File: src/hdl/hsl_pkg.sv
// Shared constants and types for the HSL lightness / hue adjuster.
// No dependencies; used by every module in hdl/.
package hsl_pkg;

    localparam int FRAC_BITS_DEF = 16;  // default fraction width of l, s and hue
    localparam int PIX_W         = 8;   // color channel width
    localparam int DELTA_W       = 18;  // lightness offset register width
    localparam int CFG_IDX_W     = 1;   // configuration index width
    localparam int DIV_W         = 11;  // divider operand width (6 * 255 fits)

    typedef logic [PIX_W-1:0] t_pix;

    typedef enum logic [CFG_IDX_W-1:0] {
        CFG_MODE  = 1'b0,
        CFG_DELTA = 1'b1
    } t_cfg_idx;

    typedef enum logic {
        MODE_LIGHTEN = 1'b0,
        MODE_INVERT  = 1'b1
    } t_mode;

endpackage

File: src/hdl/hsl_div.sv
// Pipelined restoring divider: quo = floor(num * 2^FRAC_BITS / den), num <= den.
// One quotient bit per stage, FRAC_BITS + 1 stages. Uses hsl_pkg.
module hsl_div #(
    parameter int FRAC_BITS = hsl_pkg::FRAC_BITS_DEF
) (
    input  logic                 i_clk,
    input  logic                 i_en,
    input  logic [hsl_pkg::DIV_W-1:0] i_num,
    input  logic [hsl_pkg::DIV_W-1:0] i_den,
    output logic [FRAC_BITS:0]   o_quo
);
    localparam int W = hsl_pkg::DIV_W;
    localparam int Q = FRAC_BITS + 1;

    logic [W-1:0] r_rem [Q];
    logic [W-1:0] r_den [Q];
    logic [Q-1:0] r_quo [Q];

    genvar k;
    generate
        for (k = 0; k < Q; k++) begin : g_stage
            if (k == 0) begin : g_first
                logic         w_ge;
                logic [W-1:0] w_sub;
                assign w_ge  = i_num >= i_den;
                assign w_sub = i_num - i_den;
                always_ff @(posedge i_clk) begin
                    if (i_en) begin
                        r_rem[0] <= w_ge ? w_sub : i_num;
                        r_den[0] <= i_den;
                        r_quo[0] <= {{(Q-1){1'b0}}, w_ge};
                    end
                end
            end else begin : g_next
                logic [W:0] w_sh;
                logic [W:0] w_sub;
                logic       w_ge;
                assign w_sh  = {r_rem[k-1], 1'b0};
                assign w_ge  = w_sh >= {1'b0, r_den[k-1]};
                assign w_sub = w_sh - {1'b0, r_den[k-1]};
                always_ff @(posedge i_clk) begin
                    if (i_en) begin
                        r_rem[k] <= w_ge ? w_sub[W-1:0] : w_sh[W-1:0];
                        r_den[k] <= r_den[k-1];
                        r_quo[k] <= {r_quo[k-1][Q-2:0], w_ge};
                    end
                end
            end
        end
    endgenerate

    assign o_quo = r_quo[Q-1];

endmodule

File: config.mk
export PLATFORM = sky130hd
export DESIGN_NAME = hsl_div
export DESIGN_NICKNAME = d
export VERILOG_FILES = /design/src/hdl/hsl_pkg.sv /design/src/hdl/hsl_div.sv
export SDC_FILE = /design/constraint.sdc
export NUM_CORES = 1
export LEC_CHECK = 0
export BUFFER_PORTS_ARGS = -buffer_cell sky130_fd_sc_hd__buf_2
export CORE_MARGIN = 2
export CORE_UTILIZATION = 45
export CTS_CLUSTER_DIAMETER = 200
export DETAILED_ROUTE_END_ITERATION = 7
export PLACE_DENSITY_LB_ADDON = 0.2
export SYNTH_ARGS = -nofsm -noshare
export SYNTH_HDL_FRONTEND = slang
export SYNTH_SLANG_ARGS = --single-unit
File: constraint.sdc
create_clock -name i_clk -period 2.95 [get_ports i_clk]
set_input_delay 0.59 -clock i_clk [delete_from_list [all_inputs] [get_ports i_clk]]
set_output_delay 0.59 -clock i_clk [all_outputs]
set_load 0.01 [all_outputs]
# Yosys cells after proc, flatten, opt, wreduce, memory -nomap -nowiden
# Memory sizes are Yosys's and may differ from the RTL's.
# Cells that the tools add are included.
# classes
n_mux	19
order_cmp	17
add_sub_neg	17
# ops
op	count
12-bit by 11-bit greater-or-equal comparator with 1-bit output	16
11-bit 2-to-1 mux	17
11-bit subtractor	17
11-bit greater-or-equal comparator	1
1-bit 2-to-1 mux	2
# word_totals
word_cells	56
out_inout_bits	17
inputBits	24
register_bits	0
n_memories	3
ramBits	663
# memory_table
memory	words	word_bits	rd	rd_ports_with_merged_regs	wr	line_no	text
r_quo	17	17	17	0	17	hsl_div.sv:17	logic [Q-1:0] r_quo [Q];
r_den	17	11	16	0	17	hsl_div.sv:16	logic [W-1:0] r_den [Q];
r_rem	17	11	16	0	17	hsl_div.sv:15	logic [W-1:0] r_rem [Q];

# Logic depth before layout (Yosys ltp)
# An unclocked memory read counts as a cell.
# logic_depth
ltp_word	3
ltp_mapped	10
mapped_depth_nobuf	9

# Worst setup path before layout
# Ideal clock, no wire load.
# synth_timing
kind	input to register
start	input i_den[4] (netlist bit)
end	memory r_rem[0][9] (netlist bit), data pin
t_required_ns	2.690
t_arrival_ns	2.169
setup_time_ns	0.260
n_path_buf	2
path_stages	9
setup_slack_ns	0.521
path_cell_list	inv_1 ha_1 buf_2 a21oi_1 o21ai_1 a21oi_1 o21ai_1 buf_2 mux2_2
# synth_rtl
element	line_no	text
start: declaration	hsl_div.sv:9	input logic [hsl_pkg::DIV_W-1:0] i_den,
end: declaration	hsl_div.sv:15	

==> flow_metrics.py <==
metrics = {
    "clock_tree": {
        "htree_levels": 2,
        "holdBufCountCts": 0,
        "ctsResizeCount": 0,
        "cts_sinks": 505,
        "insertion_delay_ns": 0.60,
        "cts_root_buf": "clkbuf_16",
        "cts_tree": "yes",
        "cts_buffers": 54,
        "post_cts_buffers": 0,
        "cts.reportedPaths.clkPinSlew_ns": 0.06,
        "cts_buffer_depth": 3,
    },
    "timing": {
        "rsz0062_at_grt": "false",
        "slew_headroom_pct": 62.6,
        "setup_slack_ns": 0.243,
        "tightest_slew_ns": 0.561,
        "min_period_ns": 2.71,
        "setup_viol": 0,
        "fmax_ghz": 0.369,
        "worst_clock_skew_ns": 0.0162,
        "finalMaxSlewViolations": 0,
        "finalCritPeriodShare_pct": 91.8,
        "setup-tns-final_ns": 0,
        "timing.final.hold_violations": 0,
    },
    "final_layout": {
        "multi_input_area_sq_mm": 0.0104,
        "layout_commonest_cell": "edfxtp_1",
        "nNetsFinal": 2464,
        "num_antenna_cells": 0,
        "regArea_sq_mm": 0.0152,
        "layout_common_cells": "505 x edfxtp_1, 247 x inv_1, 186 x ha_1, 148 x nor2_1, 110 x o21ai_0",
        "drive_above_1_share_pct": 12.2,
        "fillers": 5021,
        "final_cell_count_no_fill": 3054,
        "syn_to_final_growth_pct": 12.0,
        "utilization_pct": 50.8,
    },
    "synth": {
        "synthTopCellsByArea": "edfxtp_1 57%, ha_1 8.7%, inv_1 3.5%",
        "synthSimpleGateAreaFrac_pct": 9.50,
        "ys_seq_area_share_pct": 56.7,
        "synth_xor_area_share_pct": 2.16,
        "synthMuxAreaShare_pct": 3.76,
        "synth.avg_cell_area_sq_um": 12.5,
        "synth.distinct_cells": 69,
        "syn_inst": 2146,
        "synth_nets": 2372,
        "synth_area_sq_mm": 0.0267,
        "ys_warn_count": 0,
        "synth_fa_ha_area_share_pct": 9.91,
        "synth_top_family_by_area": "compound AO/OA/AOI/OAI gates",
        "synth_compound_area_share_pct": 13.6,
        "ys_ff_latch": 505,
        "synth_largest_area_cell": "edfxtp_1",
        "synthFlopType": "edfxtp_1",
        "synth.top_cell.area_share_pct": 56.7,
        "synth_edf_count": 505,
        "async_reset_ff_share_pct": 0,
    },
    "run_status": {
        "status": "finished, final reports clean",
    },
    "drt": {
        "drtIter0Drc": 1063,
        "route.detailed.drc": 0,
        "post_drt_wl_per_cell_microns": 17.3,
        "via_count": 16700,
        "antenna_left": 0,
        "postRouteWirelength_microns": 52800,
        "viasPerCell": 5.47,
        "drtPass1Iterations": 8,
    },
    "grt": {
        "grt_pass1_vias": 16200,
        "grt_pass1_wl_microns": 85400,
        "grt_antenna_before_repair": 1,
        "grt_max_degree": 65,
        "grt_overflow": 0,
        "grt_util_all_layers_pct": 17.4,
    },
    "floorplan": {
        "io_pins": 41,
        "die_w_microns": 248,
        "num_rows": 89,
        "initial_utilization_pct": 45.4,
        "die_area_sq_mm": 0.0614,
        "die_h_microns": 248,
        "coreArea_sq_mm": 0.0589,
    },
    "pwr": {
        "vdd_drop_max_uv": 465,
        "power_w": 0.0296,
        "powerDensity_mw_per_mm2": 991,
        "p_leak_nw": 11.7,
    },
    "worst_setup_path": {
        "cp-endpoint": "r_rem[0][114]",
        "crit_start": "r_rem[0][99]",
        "startpoint_type": "register",
        "reg2reg_depth": 7,
        "cp_max_fo": 8,
        "r2r_start": "r_rem[0][99]",
        "crit_arrival_ns": 3.04,
        "worstSetupPathType": "reg2reg",
        "end_kind": "register",
        "cp.required_ns": 3.28,
        "timing.rr.end": "r_rem[0][114]",
        "r2r_slack_ns": 0.24,
    },
    "placed_design": {
        "portBuffers": 40,
        "place_congestion": 0.867,
        "dp.cells": 2955,
        "pre_cts_ws_ns": 0.252,
        "dp_hpwl_microns": 39000,
    },
    "run": {
        "cap_viol_max_count": 0,
    },
    "worst_hold_path": {
        "hp-class": "in2reg",
        "hold-path-cell-count": 1,
    },
}
[metrics by stage]
stage          cell area (sq um)  hold slack [ns]
6_report                   29900            0.199
5_1_grt                    29900            0.168
4_1_cts                    29900            0.149
3_5_place_dp               28000            0.405
3_3_place_gp               28000            0.401
2_1_floorplan              26700            0.400
[worst min path at each step]
| stage | to | startpoint | slack (ns) |
|---|---|---|---|
| floorplan | r_quo[0][103] | r_quo[0][85] | 0.40 |
| global placement | r_quo[1][121] | r_quo[1][103] | 0.40 |
| detailed placement | r_quo[1][113] | r_quo[1][95] | 0.40 |
| CTS | r_den[0][1] | i_den[1] | 0.15 |
| global route | r_den[0][1] | i_den[1] | 0.17 |
| finish | r_den[0][1] | i_den[1] | 0.20 |
[metal layers]
metal	up-vias	global-route usage (%)	part of all wire (%)
met5	-	0	0
met4	0	4.23	2.0
met3	86	2.72	4.0
met2	318	27.7	46
met1	8027	24.9	48
li1	8273	-	-
[cell type report]
| type | instances | share of cell area, % |
|---|---|---|
| clock buffer | 63 | 4.84 |
| multi-input combinational | 1362 | 34.8 |
| inverter | 254 | 3.23 |
| timing repair buffer | 61 | 1.56 |
| sequential | 505 | 50.7 |
| tap | 773 | 3.23 |
| clock inverter | 36 | 1.67 |
[kinds of logic after synthesis]
logic type               count (synthesis)
AO/OA/AOI/OAI                          522
flip-flops                             505
AND/OR/NAND/NOR                        491
buffers and inverters                  279
adder cells (fa/ha/maj)                202
multiplexers                            81
XOR/XNOR                                66
[power breakdown]
part           internal, W  leakage (nW)  switching (W)
Clock              0.00456         0.941        0.00277
Sequential          0.0102          4.92       0.000919
Combinational      0.00503          5.89        0.00620
Total               0.0197          11.7        0.00990
[flip-flops by register name, indices dropped and copies added, names as in the netlist]
name,flops
r_den,176
r_rem,176
r_quo,153
[synth_stat cells (all sizes together) (13+ instances only)]
cell and count:
a211oi 33, a21o 41, a21oi 109, a31oi 31, buf 15, edfxtp 505, fa 16, ha 186
inv 254, mux2 80, nand2 71, nand2b 13, nand3 52, nand3b 25, nand4 24, nor2 150
nor2b 31, nor3 49, o2111ai 30, o21a 39, o21ai 121, o31ai 17, or3 13, xnor2 52
xor2 14
[critical path, stage by stage, from the launching register on]
cell and delay (ns):
edfxtp_1 0.45, fa_1 0.51, o21ai_0 0.25, a211oi_2 0.11, o2111ai_2 0.32, and2_1 0.44, inv_4 0.09, mux2_2 0.29
(Power assumes the default switching activity.)
