## src/hdl/hsl_pkg.sv

```systemverilog
// Shared constants and types for the HSL lightness / hue adjuster.
// No dependencies; used by every module in hdl/.
package hsl_pkg;

    localparam int FRAC_BITS_DEF = 16;  // default fraction width of l, s and hue
    localparam int PIX_W         = 8;   // color channel width
    localparam int DELTA_W       = 18;  // lightness offset register width
    localparam int CFG_IDX_W     = 1;   // configuration index width
    localparam int DIV_W         = 11;  // divider operand width (6 * 255 fits)

    typedef logic [PIX_W-1:0] t_pix;

    typedef enum logic [CFG_IDX_W-1:0] {
        CFG_MODE  = 1'b0,
        CFG_DELTA = 1'b1
    } t_cfg_idx;

    typedef enum logic {
        MODE_LIGHTEN = 1'b0,
        MODE_INVERT  = 1'b1
    } t_mode;

endpackage

```

## src/hdl/hsl_chan.sv

```systemverilog
// One output channel of the HSL to RGB conversion, four register stages:
// segment select, ramp product, value, scale to 8 bits. Uses hsl_pkg.
module hsl_chan #(
    parameter int FRAC_BITS = hsl_pkg::FRAC_BITS_DEF
) (
    input  logic                i_clk,
    input  logic                i_en,
    input  logic [FRAC_BITS:0]  i_t,
    input  logic [FRAC_BITS:0]  i_t1,
    input  logic [FRAC_BITS:0]  i_t2,
    output hsl_pkg::t_pix       o_val
);
    localparam int QW = FRAC_BITS + 1;
    localparam int TW = QW + 3;
    localparam logic [QW-1:0] ONE  = {1'b1, {FRAC_BITS{1'b0}}};
    localparam logic [QW-1:0] HALF = ONE >> 1;

    typedef enum logic [2:0] {
        SEG_RAMP = 3'b001,
        SEG_HI   = 3'b010,
        SEG_LO   = 3'b100
    } t_seg;

    logic [TW-1:0]   w_t6;
    logic [QW+1:0]   w_t3;
    logic [TW-1:0]   w_fall;
    logic [QW-1:0]   n_f;
    t_seg            n_sel;

    t_seg            ra_sel;
    logic [QW-1:0]   ra_f, ra_dif, ra_t1, ra_t2;
    t_seg            rb_sel;
    logic [2*QW-1:0] rb_p;
    logic [QW-1:0]   rb_t1, rb_t2;
    logic [QW:0]     w_ramp;
    logic [QW-1:0]   n_v;
    logic [QW-1:0]   r_v;
    logic [QW+7:0]   w_scl;
    hsl_pkg::t_pix   r_o;

    assign w_t6   = ({3'b000, i_t} << 2) + ({3'b000, i_t} << 1);
    assign w_t3   = ({2'b00, i_t} << 1) + {2'b00, i_t};
    assign w_fall = ({3'b000, ONE} << 2) - w_t6;

    always_comb begin
        n_f   = '0;
        n_sel = SEG_LO;
        if (w_t6 < {3'b000, ONE}) begin
            n_f   = w_t6[QW-1:0];
            n_sel = SEG_RAMP;
        end else if (i_t < HALF) begin
            n_sel = SEG_HI;
        end else if (w_t3 < {1'b0, ONE, 1'b0}) begin
            n_f   = w_fall[QW-1:0];
            n_sel = SEG_RAMP;
        end
    end

    assign w_ramp = {1'b0, rb_t2} + {1'b0, rb_p[FRAC_BITS +: QW]};

    always_comb begin
        case (rb_sel)
            SEG_RAMP: n_v = (w_ramp > {1'b0, ONE}) ? ONE : w_ramp[QW-1:0];
            SEG_HI:   n_v = rb_t1;
            SEG_LO:   n_v = rb_t2;
            default:  n_v = rb_t2;
        endcase
    end

    assign w_scl = {r_v, 8'd0} - {8'd0, r_v};

    always_ff @(posedge i_clk) begin
        if (i_en) begin
            ra_sel <= n_sel;
            ra_f   <= n_f;
            ra_dif <= i_t1 - i_t2;
            ra_t1  <= i_t1;
            ra_t2  <= i_t2;
            rb_sel <= ra_sel;
            rb_p   <= ra_dif * ra_f;
            rb_t1  <= ra_t1;
            rb_t2  <= ra_t2;
            r_v    <= n_v;
            r_o    <= w_scl[FRAC_BITS +: 8];
        end
    end

    assign o_val = r_o;

endmodule

```

## config.mk

```make
export PLATFORM = sky130hd
export DESIGN_NAME = hsl_chan
export DESIGN_NICKNAME = d
export VERILOG_FILES = /design/src/hdl/hsl_pkg.sv /design/src/hdl/hsl_chan.sv
export SDC_FILE = /design/constraint.sdc
export NUM_CORES = 1
export LEC_CHECK = 0
export ABC_AREA = 1
export BUFFER_PORTS_ARGS = -buffer_cell sky130_fd_sc_hd__buf_4
export CAP_MARGIN = 10
export CELL_PAD_IN_SITES_DETAIL_PLACEMENT = 1
export CELL_PAD_IN_SITES_GLOBAL_PLACEMENT = 1
export CORE_MARGIN = 3
export CORE_UTILIZATION = 49
export DETAILED_ROUTE_END_ITERATION = 7
export PLACE_DENSITY_LB_ADDON = 0.15
export RECOVER_POWER = 50
export SLEW_MARGIN = 30
export SYNTH_ARGS = -nofsm -noshare
export SYNTH_HDL_FRONTEND = slang
export SYNTH_SLANG_ARGS = --single-unit
```

## constraint.sdc

```tcl
create_clock -name i_clk -period 7.3 [get_ports i_clk]
set_clock_uncertainty 0.1 [all_clocks]
set_input_delay 1.46 -clock i_clk [delete_from_list [all_inputs] [get_ports i_clk]]
set_output_delay 1.46 -clock i_clk [all_outputs]
set_load 0.03 [all_outputs]
```

# Word-level counts from Yosys, hierarchy flattened
# Index checks and enable logic that the tools add are counted.
[classes]
reduce_logical = 1
muxes = 7
n_lt_le_gt_ge = 4
eq_ne = 2
n_addsub = 6
mul = 1
[op_table]
columns = ["operator", "n"]
rows = [
  ["$mux W17", 4],
  ["$pmux W17 S2", 1],
  ["$mul A17 B17 Y33", 1],
  ["$sub A24 B17 Y24", 1],
  ["$add A19 B18 Y20", 1],
  ["$lt A20 B17 Y1 const B", 1],
  ["$add A18 B17 Y19", 1],
  ["$lt A19 B18 Y1 const B", 1],
  ["$add A17 B17 Y18", 1],
  ["$gt A18 B17 Y1 const B", 1],
  ["$lt A17 B16 Y1 const B", 1],
  ["$sub A1 B17 Y17 const A", 1],
  ["$sub A17 B17 Y17", 1],
  ["$eq A3 B1 Y1 const B", 1],
  ["$eq A3 B2 Y1 const B", 1],
  ["$mux W3", 1],
  ["$mux W2", 1],
  ["$reduce_or A2 Y1", 1],
]
[totals]
register_bits = 166
output_inout_bits = 8
wordCells = 33

# Longest topological paths before layout
[depth]
ltp_word = 5
depth_mapped = 28
ltp_nobuf = 26

# Least setup slack after synthesis
# Ideal clock, no wire load.
[synth_timing]
path_kind = "reg-to-reg"
startpoint = "register ra_f[13]"
endpoint = "register rb_p[31] (data pin)"
stages_incl_launch_ff = 25
arrival_time_ns = 5.340
n_path_buf = 2
setup_ns = 0.258
period_less_slack_ns = 5.698
setup_slack_ns = 1.602
t_required_ns = 6.942
path_cell_list = "edfxtp_1 -> clkbuf_1 -> clkbuf_1 -> nand2_1 -> fa_1 -> inv_1 -> fa_1 -> fa_1 -> fa_1 -> fa_1 -> inv_1 -> fa_1 -> inv_1 -> ha_1 -> nand2_1 -> nor2_1 -> inv_1 -> nor2_1 -> nand2_1 -> o211ai_1 -> nand2_1 -> inv_1 -> nor2_1 -> nand2_1 -> nand2_1"
[synth_via]
elab_chain_len = 1
[synth_rtl]
columns = ["element", "line_no", "source"]
rows = [
  ["start, declared", "hsl_chan.sv:31", "logic [QW-1:0] ra_f, ra_dif, ra_t1, ra_t2;"],
  ["start signal, assigned", "hsl_chan.sv:75", "ra_f <= n_f;"],
  ["$mul A17 B17 Y33", "hsl_chan.sv:80", "rb_p <= ra_dif * ra_f;"],
  ["end signal, assigned", "hsl_chan.sv:80", ""],
  ["end, declared", "hsl_chan.sv:33", "logic [2*QW-1:0] rb_p;"],
]
# No other way between the ends.
# A chain may end at the register's enable or synchronous reset.

# Worst setup path after layout
[layout_timing]
startpoint = "register ra_f[4]"
endpoint = "register rb_p[26] (data pin)"
# The elaborated chain is that of the path after synthesis.

==> results_dict.tcl <==
set metrics [dict create \
    grt_remaining_overflow 0 \
    ys.flop_type "edfxtp_1" \
    setup.worst_path.end_class "flip-flop" \
    avgSynthCellArea_sq_um 8.06 \
    tritoncts_clock_tree "done" \
    insertion_delay_ns 0.44 \
    grt_setup_unrepaired "false" \
    detailroute.via_count 14800 \
    layout-drive-gt1-share_pct 4.60 \
    hold_depth 0 \
    async_flop_share_pct 0 \
    critical_r2r_launch "ra_f[4]" \
    post_synthesis_cell_area_sq_um 18400 \
    io_buffer_count 60 \
    clock-root-buffer "clkbuf_16" \
    crit-reg2reg-capture "rb_p[26]" \
    worstPathMaxFanout 17 \
    grt_pass1_vias 16100 \
    detail_route.drc_violations 0 \
    initial_utilization_pct 50.0 \
    slew_viol_final 83 \
    clkSinkCount 149 \
    cp_required_ns 7.39 \
    failed_checks "max-capacitance violations, max-slew violations" \
    synth_sequential_area_ratio_pct 24.3 \
    cts_htree_levels 4 \
    cts-buffers-inserted 17 \
    die_area_sq_um 39900 \
    setup.reg_to_reg.worst_slack_ns 0.82 \
    wire_length_of_the_first_global_routing_pass_um 86000 \
    post_detailed_placement_half_perimeter_wirelength_um 44700 \
    worst_hold_startpoint "ra_sel[2]" \
    total_wire_length_after_detailed_routing_um 54700 \
    hold_violations 0 \
    worst_r2r_path_depth 17 \
    drt-vias-per-instance 5.33 \
    floorplan.rows 70 \
    antenna_left 0 \
    grt_max_degree 83 \
    postCtsResizedCells 0 \
    clkSlewWorstSetupHoldPaths_ns 0.07 \
    timing.critical_path.from_type "flip-flop" \
    wirelength_met1_um 23700 \
    worst_ep_arrival_time_ns 6.57 \
    timing.final.crit_share_pct 88.8 \
    wl_met3_um 2600 \
    max-cap-violations 1 \
    post_synthesis_sequential_element_count 149 \
    hold_buffers 0 \
    fin_crit_ns 6.48 \
    timing.slew.headroom_pct -200 \
    finish.net_count 2727 \
    num_io_pins 61 \
    netlist_instances 2282 \
    die-width_um 200 \
    routedWlPerCell_um 19.7 \
    n_antenna_cell 0 \
    antenna_found_initial 2 \
    run_status "finished, violations left" \
    clock_tree.buffer_depth 2 \
    worst_pin_slew_ns 4.50 \
    synth.distinct_cells 48 \
    grt.total_usage_pct 28.1 \
    core-area_sq_um 36800 \
    dr.pass1.iters 6 \
    critical_path_class "reg -> reg" \
    violation_count_after_the_first_detailed_route_iteration 838 \
    place_congestion 0.897 \
    die_y_um 200 \
    cts.repair_timing.setup_buffer_count 0 \
    setup-tns-final_ns 0 \
    syn_nets 2716 \
    min_path_type "reg -> reg" \
    n_fill_cell 4532 \
    dr.max_layer_used "met5" \
    setup_violations 0 \
    met2_length_um 27300 \
    flow.area_growth_from_synthesis_pct 6.73 \
    synth-edff-count 149 \
    timing.hold.worst_endpoint "rb_sel[2]" \
    fmax_mhz 154 \
    ys.warnings.count 0 \
]
-- registers in the layout, indices dropped and copies added (netlist names), 8 cells and up --
register  cells
rb_p         17
rb_t2        17
o_val         8
ra_dif       17
r_v          17
ra_f         16
ra_t2        17
rb_t1        17
ra_t1        17
-- per-stage QoR --
| step | area, sq um | setup slack, ns | utilization (%) | hold slack, ns | std cells |
|---|---|---|---|---|---|
| after floorplan | 18400 | 1.60 | - | 0.300 | 2282 |
| after global placement | 19200 | 1.06 | 52.2 | 0.301 | 2742 |
| after detailed placement | 19200 | 0.912 | 52.2 | 0.306 | 2742 |
| after CTS | 19800 | 0.910 | 53.7 | 0.317 | 2773 |
| after global routing | 19600 | 0.546 | 53.4 | 0.319 | 2773 |
| final | 19600 | 0.817 | 53.4 | 0.315 | 2773 |
-- how the worst max path moves through the flow --
stage	from	end	slack, ns
global placement	ra_f[3]	rb_p[26]	1.06
global route	ra_dif[8]	rb_p[31]	0.55
finish	ra_f[4]	rb_p[26]	0.82
floorplan	ra_f[13]	rb_p[31]	1.60
detailed placement	ra_f[4]	rb_p[26]	0.91
CTS	ra_f[4]	rb_p[26]	0.91
-- cell families (layout without fill, tap and decap cells) --
kind of cell             after synthesis  after routing  share of synthesized area [%]
adder cells (fa/ha/maj)              381            381                           34.4
buffers and inverters                670            693                           13.8
AND/OR/NAND/NOR                      837            837                           19.2
flip-flops                           149            149                           24.3
XOR/XNOR                              47             47                           2.32
AO/OA/AOI/OAI                        198            198                           5.99
-- cells in the mapped netlist, types with 19 or more instances --
library cell | number | area [sq um]
nand4_1 | 19 | 119
nor2_1 | 97 | 364
o21ai_0 | 57 | 285
nand2_1 | 565 | 2120
nand3_1 | 91 | 455
clkbuf_1 | 71 | 267
ha_1 | 172 | 2150
xor2_1 | 23 | 201
xnor2_1 | 22 | 193
a21oi_1 | 87 | 435
fa_1 | 209 | 4180
edfxtp_1 | 149 | 4470
inv_1 | 588 | 2210
-- critical path, cell delays in order, from the launching register on --
cell      delay [ns]
edfxtp_1        1.03
nand2_1         0.17
fa_1            0.50
fa_1            0.56
inv_1           0.05
fa_1            0.48
fa_1            0.50
fa_1            0.49
inv_1           0.05
fa_1            0.47
inv_1           0.04
ha_1            0.33
a21oi_1         0.32
a21boi_0        0.35
o21ai_0         0.18
a221oi_1        0.39
a21o_1          0.17
nand2_1         0.04
-- routing by layer --
metal | GRT usage [%] | vias up
met3 | 5.05 | 67
met5 | 0 | -
met4 | 7.21 | 4
met1 | 36.7 | 7437
met2 | 48.7 | 299
li1 | - | 6978
-- layout by cell type (no fill, tap or decap), types with 12 or more instances in the layout --
master	instances
nor3_1	16
buf_4	31
nand3b_1	14
xor2_1	23
clkbuf_1	33
ha_1	172
nand3_1	91
nor2_1	97
o21ai_1	12
xnor2_1	22
a21oi_1	87
inv_1	587
clkbuf_16	17
fa_1	209
edfxtp_1	149
o21ai_0	57
nand4_1	19
nand2_1	565
-- cell type report --
cell class	instances	area, sq um	share of cell area (%)
Multi-Input combinational cell	1463	11400	58.0
Sequential cell	149	4470	22.8
Inverter	596	2240	11.4
Tap cell	468	586	2.98
Clock buffer	17	425	2.17
Timing Repair Buffer	66	372	1.89
Clock inverter	14	150	0.764
Power is left out: the tool's default activity adds up to more than one toggle a clock period on the data nets, which glitch-free logic cannot reach.
